## src/axis_angle_point_rotator_unit_assert.svh

```systemverilog
`ifndef AXIS_ANGLE_POINT_ROTATOR_UNIT_ASSERT_SVH
`define AXIS_ANGLE_POINT_ROTATOR_UNIT_ASSERT_SVH

// same-cycle implication, off during reset
`define AAPR_ASSERT_IMP(lbl, ante, cons) \
    lbl: assert property (@(posedge i_clk) disable iff (!i_rst_n) (ante) |-> (cons)) \
        else $error("axis_angle_point_rotator_unit: assertion failed");

// next-cycle implication, off during reset
`define AAPR_ASSERT_NEXT(lbl, ante, cons) \
    lbl: assert property (@(posedge i_clk) disable iff (!i_rst_n) (ante) |=> (cons)) \
        else $error("axis_angle_point_rotator_unit: assertion failed");

// next-cycle implication, active during reset
`define AAPR_ASSERT_NEXT_RST(lbl, ante, cons) \
    lbl: assert property (@(posedge i_clk) (ante) |=> (cons)) \
        else $error("axis_angle_point_rotator_unit: assertion failed");

`endif

```

## src/aapr_pkg.sv

```systemverilog
package aapr_pkg;

    localparam int CORDIC_STEPS_DEF = 16;
    localparam int ANG_W = 17;
    localparam int RED_W = 18;
    localparam int X_W = 34;
    localparam int Z_W = 26;
    localparam int E_W = 32;
    localparam int ANGLE_FULL = 46080;
    localparam int ANGLE_HALF = 23040;
    localparam int ANGLE_QUARTER = 11520;
    localparam int GAIN_Q30 = 652032874;
    localparam int ONE_Q30 = 1073741824;

    typedef logic signed [E_W-1:0] t_ent;
    typedef t_ent [8:0] t_mat;

    typedef struct packed {
        logic signed [31:0] x;
        logic signed [31:0] y;
        logic signed [31:0] z;
        logic signed [31:0] w;
    } t_point;

    typedef struct packed {
        t_point             pt;
        logic signed [15:0] ux;
        logic signed [15:0] uy;
        logic signed [15:0] uz;
    } t_side;

    // atan(2^-i) in degrees, Q16
    function automatic logic signed [Z_W-1:0] atan_q16(input int idx);
        logic signed [Z_W-1:0] v;
        case (idx)
            0:       v = Z_W'(2949120);
            1:       v = Z_W'(1740967);
            2:       v = Z_W'(919879);
            3:       v = Z_W'(466945);
            4:       v = Z_W'(234379);
            5:       v = Z_W'(117304);
            6:       v = Z_W'(58666);
            7:       v = Z_W'(29335);
            8:       v = Z_W'(14668);
            9:       v = Z_W'(7334);
            10:      v = Z_W'(3667);
            11:      v = Z_W'(1833);
            12:      v = Z_W'(917);
            13:      v = Z_W'(458);
            14:      v = Z_W'(229);
            15:      v = Z_W'(115);
            16:      v = Z_W'(57);
            17:      v = Z_W'(29);
            18:      v = Z_W'(14);
            19:      v = Z_W'(7);
            20:      v = Z_W'(4);
            21:      v = Z_W'(2);
            22:      v = Z_W'(1);
            default: v = '0;
        endcase
        return v;
    endfunction

endpackage

```

## src/aapr_angle_fold.sv

```systemverilog
module aapr_angle_fold (
    input  logic                                i_clk,
    input  logic                                i_rst_n,
    input  logic                                i_en,
    input  logic                                i_valid,
    input  logic signed [aapr_pkg::ANG_W-1:0]   i_angle,
    input  aapr_pkg::t_side                     i_side,
    output logic                                o_valid,
    output logic signed [aapr_pkg::Z_W-1:0]     o_z,
    output logic                                o_neg,
    output aapr_pkg::t_side                     o_side
);

    localparam int RW = aapr_pkg::RED_W;
    localparam logic signed [RW-1:0] FULL = RW'(aapr_pkg::ANGLE_FULL);
    localparam logic signed [RW-1:0] FULL2 = RW'(2 * aapr_pkg::ANGLE_FULL);
    localparam logic signed [RW-1:0] HALF = RW'(aapr_pkg::ANGLE_HALF);
    localparam logic signed [RW-1:0] QUART = RW'(aapr_pkg::ANGLE_QUARTER);

    logic signed [RW-1:0]          a;
    logic signed [RW-1:0]          r;
    logic signed [RW-1:0]          f;
    logic                          n_neg;
    logic signed [aapr_pkg::Z_W-1:0] n_z;
    logic                          r_valid;
    logic signed [aapr_pkg::Z_W-1:0] r_z;
    logic                          r_neg;
    aapr_pkg::t_side               r_side;

    always_comb begin
        a = RW'(i_angle);
        if (a >= FULL) begin
            r = a - FULL;
        end else if (a >= 0) begin
            r = a;
        end else if (a >= -FULL) begin
            r = a + FULL;
        end else begin
            r = a + FULL2;
        end
        if (r >= HALF) begin
            r = r - FULL;
        end
        n_neg = 1'b0;
        f = r;
        if (r > QUART) begin
            f = HALF - r;
            n_neg = 1'b1;
        end else if (r < -QUART) begin
            f = -HALF - r;
            n_neg = 1'b1;
        end
        n_z = aapr_pkg::Z_W'(f) <<< 9;
    end

    always_ff @(posedge i_clk) begin
        if (!i_rst_n) begin
            r_valid <= 1'b0;
        end else if (i_en) begin
            r_valid <= i_valid;
        end
    end

    always_ff @(posedge i_clk) begin
        if (i_en) begin
            r_z    <= n_z;
            r_neg  <= n_neg;
            r_side <= i_side;
        end
    end

    assign o_valid = r_valid;
    assign o_z     = r_z;
    assign o_neg   = r_neg;
    assign o_side  = r_side;

endmodule

```

## config.mk

```make
export PLATFORM = sky130hd
export DESIGN_NAME = aapr_angle_fold
export DESIGN_NICKNAME = d
export VERILOG_FILES = /design/src/axis_angle_point_rotator_unit_assert.svh /design/src/aapr_pkg.sv /design/src/aapr_angle_fold.sv
export SDC_FILE = /design/constraint.sdc
export NUM_CORES = 1
export LEC_CHECK = 0
export BUFFER_PORTS_ARGS = -buffer_cell sky130_fd_sc_hd__buf_2
export CELL_PAD_IN_SITES_DETAIL_PLACEMENT = 1
export CELL_PAD_IN_SITES_GLOBAL_PLACEMENT = 1
export CORE_MARGIN = 10
export CORE_UTILIZATION = 33
export CTS_BUF_LIST = sky130_fd_sc_hd__clkbuf_8
export DETAILED_ROUTE_END_ITERATION = 8
export GPL_ROUTABILITY_DRIVEN = 1
export PLACE_DENSITY_LB_ADDON = 0.25
export SYNTH_ARGS = -nofsm -noshare
export SYNTH_HDL_FRONTEND = slang
export SYNTH_SLANG_ARGS = --single-unit
```

## constraint.sdc

```tcl
create_clock -name i_clk -period 4.1 [get_ports i_clk]
set_input_delay 0.205 -clock i_clk [delete_from_list [all_inputs] [get_ports i_clk]]
set_output_delay 0.205 -clock i_clk [all_outputs]
set_load 0.05 [all_outputs]
```

==> impl_metrics.tcl <==
set metrics [dict create \
    outcome "finished clean" \
    critPathBufInv 4 \
    clock_path_buffers 2 \
    clkSinkCount 195 \
    holdPathEnd "o_z[9]" \
    regToRegStartpoint "o_valid" \
    post_cts_buffers 0 \
    ys_ff_latch 195 \
    row_count 56 \
    nFillCells 2546 \
    first_iter_violations 540 \
    worstSetupEndpointType "flip-flop" \
    power_mw 5.60 \
    ant_nets 0 \
    clk_pin_slew_ps 120 \
    slew_violations 0 \
    antenna_found_initial 3 \
    ios 401 \
    yosys.area.top_type_share_pct 74.7 \
    crit_arrival_ps 4000 \
    grt-ovfl-total 0 \
    required_ps 4320 \
    synth_top_flop_cell "edfxtp_1" \
    vias_per_cell 4.90 \
    grt_util_all_layers_pct 24.7 \
    yosysSeqAreaShare_pct 74.9 \
    path_cells "buf_2 > buf_4 > inv_1 > ha_1 > and3b_1 > o21a_1 > o21ai_0 > o2111ai_1 > nand2_1 > ha_1 > a21oi_1 > o22ai_4 > nor2_2 > buf_4 > a311oi_4 > o32ai_1 > and2_4 > o41a_1 > a221o_1" \
    finalCritPeriodShare_pct 92.1 \
    wire_per_inst_um 27.1 \
    synth_area_leader_cell "edfxtp_1" \
    p_leak_nw 5.47 \
    r2r_cells 3 \
    start_util_pct 33.3 \
    syn_avg_cell_area_um2 16.6 \
    hold_slack_ps 55.2 \
    synth_area_leaders "edfxtp_1 (75%), ha_1 (1.8%), a21oi_1 (1.2%), xor2_1 (1.1%), nor2_1 (1.0%)" \
    worst_slew_pin_slew_ps 1070 \
    syn_area_um2 7800 \
    min_path_type "primary input to flip-flop" \
    ff2ff_setup_slack_ps 2910 \
    cap_violations 0 \
    synth_cell_types 75 \
    async_flop_share_pct 0 \
    worst-setup-path-type "primary input to flip-flop" \
    synth-edff-count 194 \
    numCtsBuffers 17 \
    hold_violations 0 \
    die_area_um2 30200 \
    cp_top_family "compound AO/OA/AOI/OAI gates" \
    dp.final_hpwl_um 25500 \
    grt_pass1_wl_um 55000 \
    die_y_um 174 \
    ys.warnings.count 0 \
    worstHoldStart "i_angle[0]" \
    maxSlewHeadroom_pct 28.4 \
    path_max_fanout 8 \
    first_pass_iters 5 \
    power_density_nw_per_um2 438 \
    cts.root.buffer_cell "clkbuf_8" \
    gp_congestion 0.872 \
    portBuffers 391 \
    dp_cells 1232 \
    finalNetCount 1318 \
    area_growth_pct 63.7 \
    drcViolationCount 0 \
    synthTopCellsByCount "edfxtp_1 (194), nor2_1 (21), a21oi_1 (19), nand2_1 (17), nor3_1 (15)" \
    grt_max_degree 123 \
    drive_gt1_share_pct 46.3 \
    die_w_um 174 \
    cts_max_level 4 \
    coreArea_um2 23400 \
    rsz0062_at_grt "no" \
    synth_most_common_cell "edfxtp_1" \
    instances_no_fill 1444 \
    period_minus_slack_ps 3780 \
    r2r_end "o_valid" \
    fmax_mhz 265 \
    totalWireLength_um 39100 \
    grt_pass1_vias 7434 \
    clk_latency_ps 470 \
    startpoint_type "primary input" \
    cts_tree "built" \
    hold_depth 2 \
    cpPeakStageDelay_ps 350 \
    ir_drop_uv 291 \
    setup-violations-final 0 \
    synth_cells 471 \
    vias 7081 \
    finish.utilization_pct 54.6 \
    fin_worst_skew_ps 0 \
    worst_path_max_delay_cell "a311oi_4" \
]
-- registers in the layout, indices dropped and copies added, names as in the netlist --
register and flops:
o_neg 1, o_z 17, o_side 176, o_valid 1
-- layout by cell type (no fill, tap or decap), types with 4 or more instances in the layout --
master	netlist	final
buf_2	2	390
edfxtp_1	194	194
dlygate4sd3_1	0	178
buf_4	10	68
nor2_1	21	21
a21oi_1	19	18
clkbuf_8	0	18
nand2_1	17	17
nor3_1	15	15
inv_1	10	11
ha_1	11	11
xor2_1	10	10
conb_1	1	9
nand3_1	8	8
a21o_1	8	8
a211oi_1	7	7
o21ai_0	7	6
o2111ai_1	5	5
o211ai_1	5	5
a311oi_1	5	5
or3_1	5	5
nor2b_1	4	4
o21a_1	4	4
nand4_1	4	4
a211o_1	4	4
clkinv_8	0	4
inv_8	0	4
inv_6	0	4
-- cell type report --
class | instances | area (µm²) | area share (%)
Antenna cell | 2 | 5.00 | 0.0392
Clock buffer | 17 | 234 | 1.83
Clock inverter | 15 | 163 | 1.27
Inverter | 10 | 37.5 | 0.294
Multi-Input combinational cell | 248 | 1820 | 14.2
Sequential cell | 195 | 5850 | 45.7
Tap cell | 319 | 399 | 3.12
Timing Repair Buffer | 638 | 4280 | 33.5
-- per-layer routing --
| layer | up-vias | track usage (%) | wire length (µm) |
|---|---|---|---|
| li1 | 3133 | - | - |
| met1 | 3556 | 26.2 | 14200 |
| met2 | 321 | 45.1 | 20700 |
| met3 | 67 | 6.29 | 2460 |
| met4 | 4 | 11.3 | 1750 |
| met5 | - | 0 | 21 |
-- metrics by stage --
stage / worst slack, ps / cell area, µm² / setup TNS (ps)
6_report: 323 / 12800 / 0
2_1_floorplan: 32.7 / 7840 / 0
4_1_cts: 243 / 12800 / 0
3_5_place_dp: -253 / 10600 / -1790
5_1_grt: 46.1 / 12800 / 0
3_3_place_gp: -87.1 / 10600 / -153
-- where the power goes --
| part | internal [mW] | switching, mW |
|---|---|---|
| clock | 0.463 | 0.822 |
| sequential | 2.42 | 0.0690 |
| combinational | 0.572 | 1.25 |
-- logic make-up after synthesis --
kind of cell,count (synthesis),synth area share [%]
buffers and inverters,36,2.47
xor gates and xnor gates,12,1.35
other,1,0.0481
muxes,4,0.545
adders and majority gates,11,1.76
AOI/OAI and AO/OA,99,10.5
DFF,195,74.9
and+or+nand+nor,113,8.39
-- worst max-delay path by stage --
stage | from | to | cells after the start
after floorplan | i_angle[12] | o_z[20] | 18
after global placement | i_angle[12] | o_z[10] | 18
after detailed placement | i_angle[11] | o_z[10] | 19
after CTS | i_angle[11] | o_z[10] | 19
after global routing | i_angle[11] | o_z[22] | 18
final | i_angle[11] | o_z[20] | 19
-- repair_timing --
item,4_1_cts,5_1_grt
resized for setup,0,3
hold buffers,178,0
endpoints found under the hold margin,177,0
setup endpoints to repair,0,6
(Power assumes the default switching activity.)
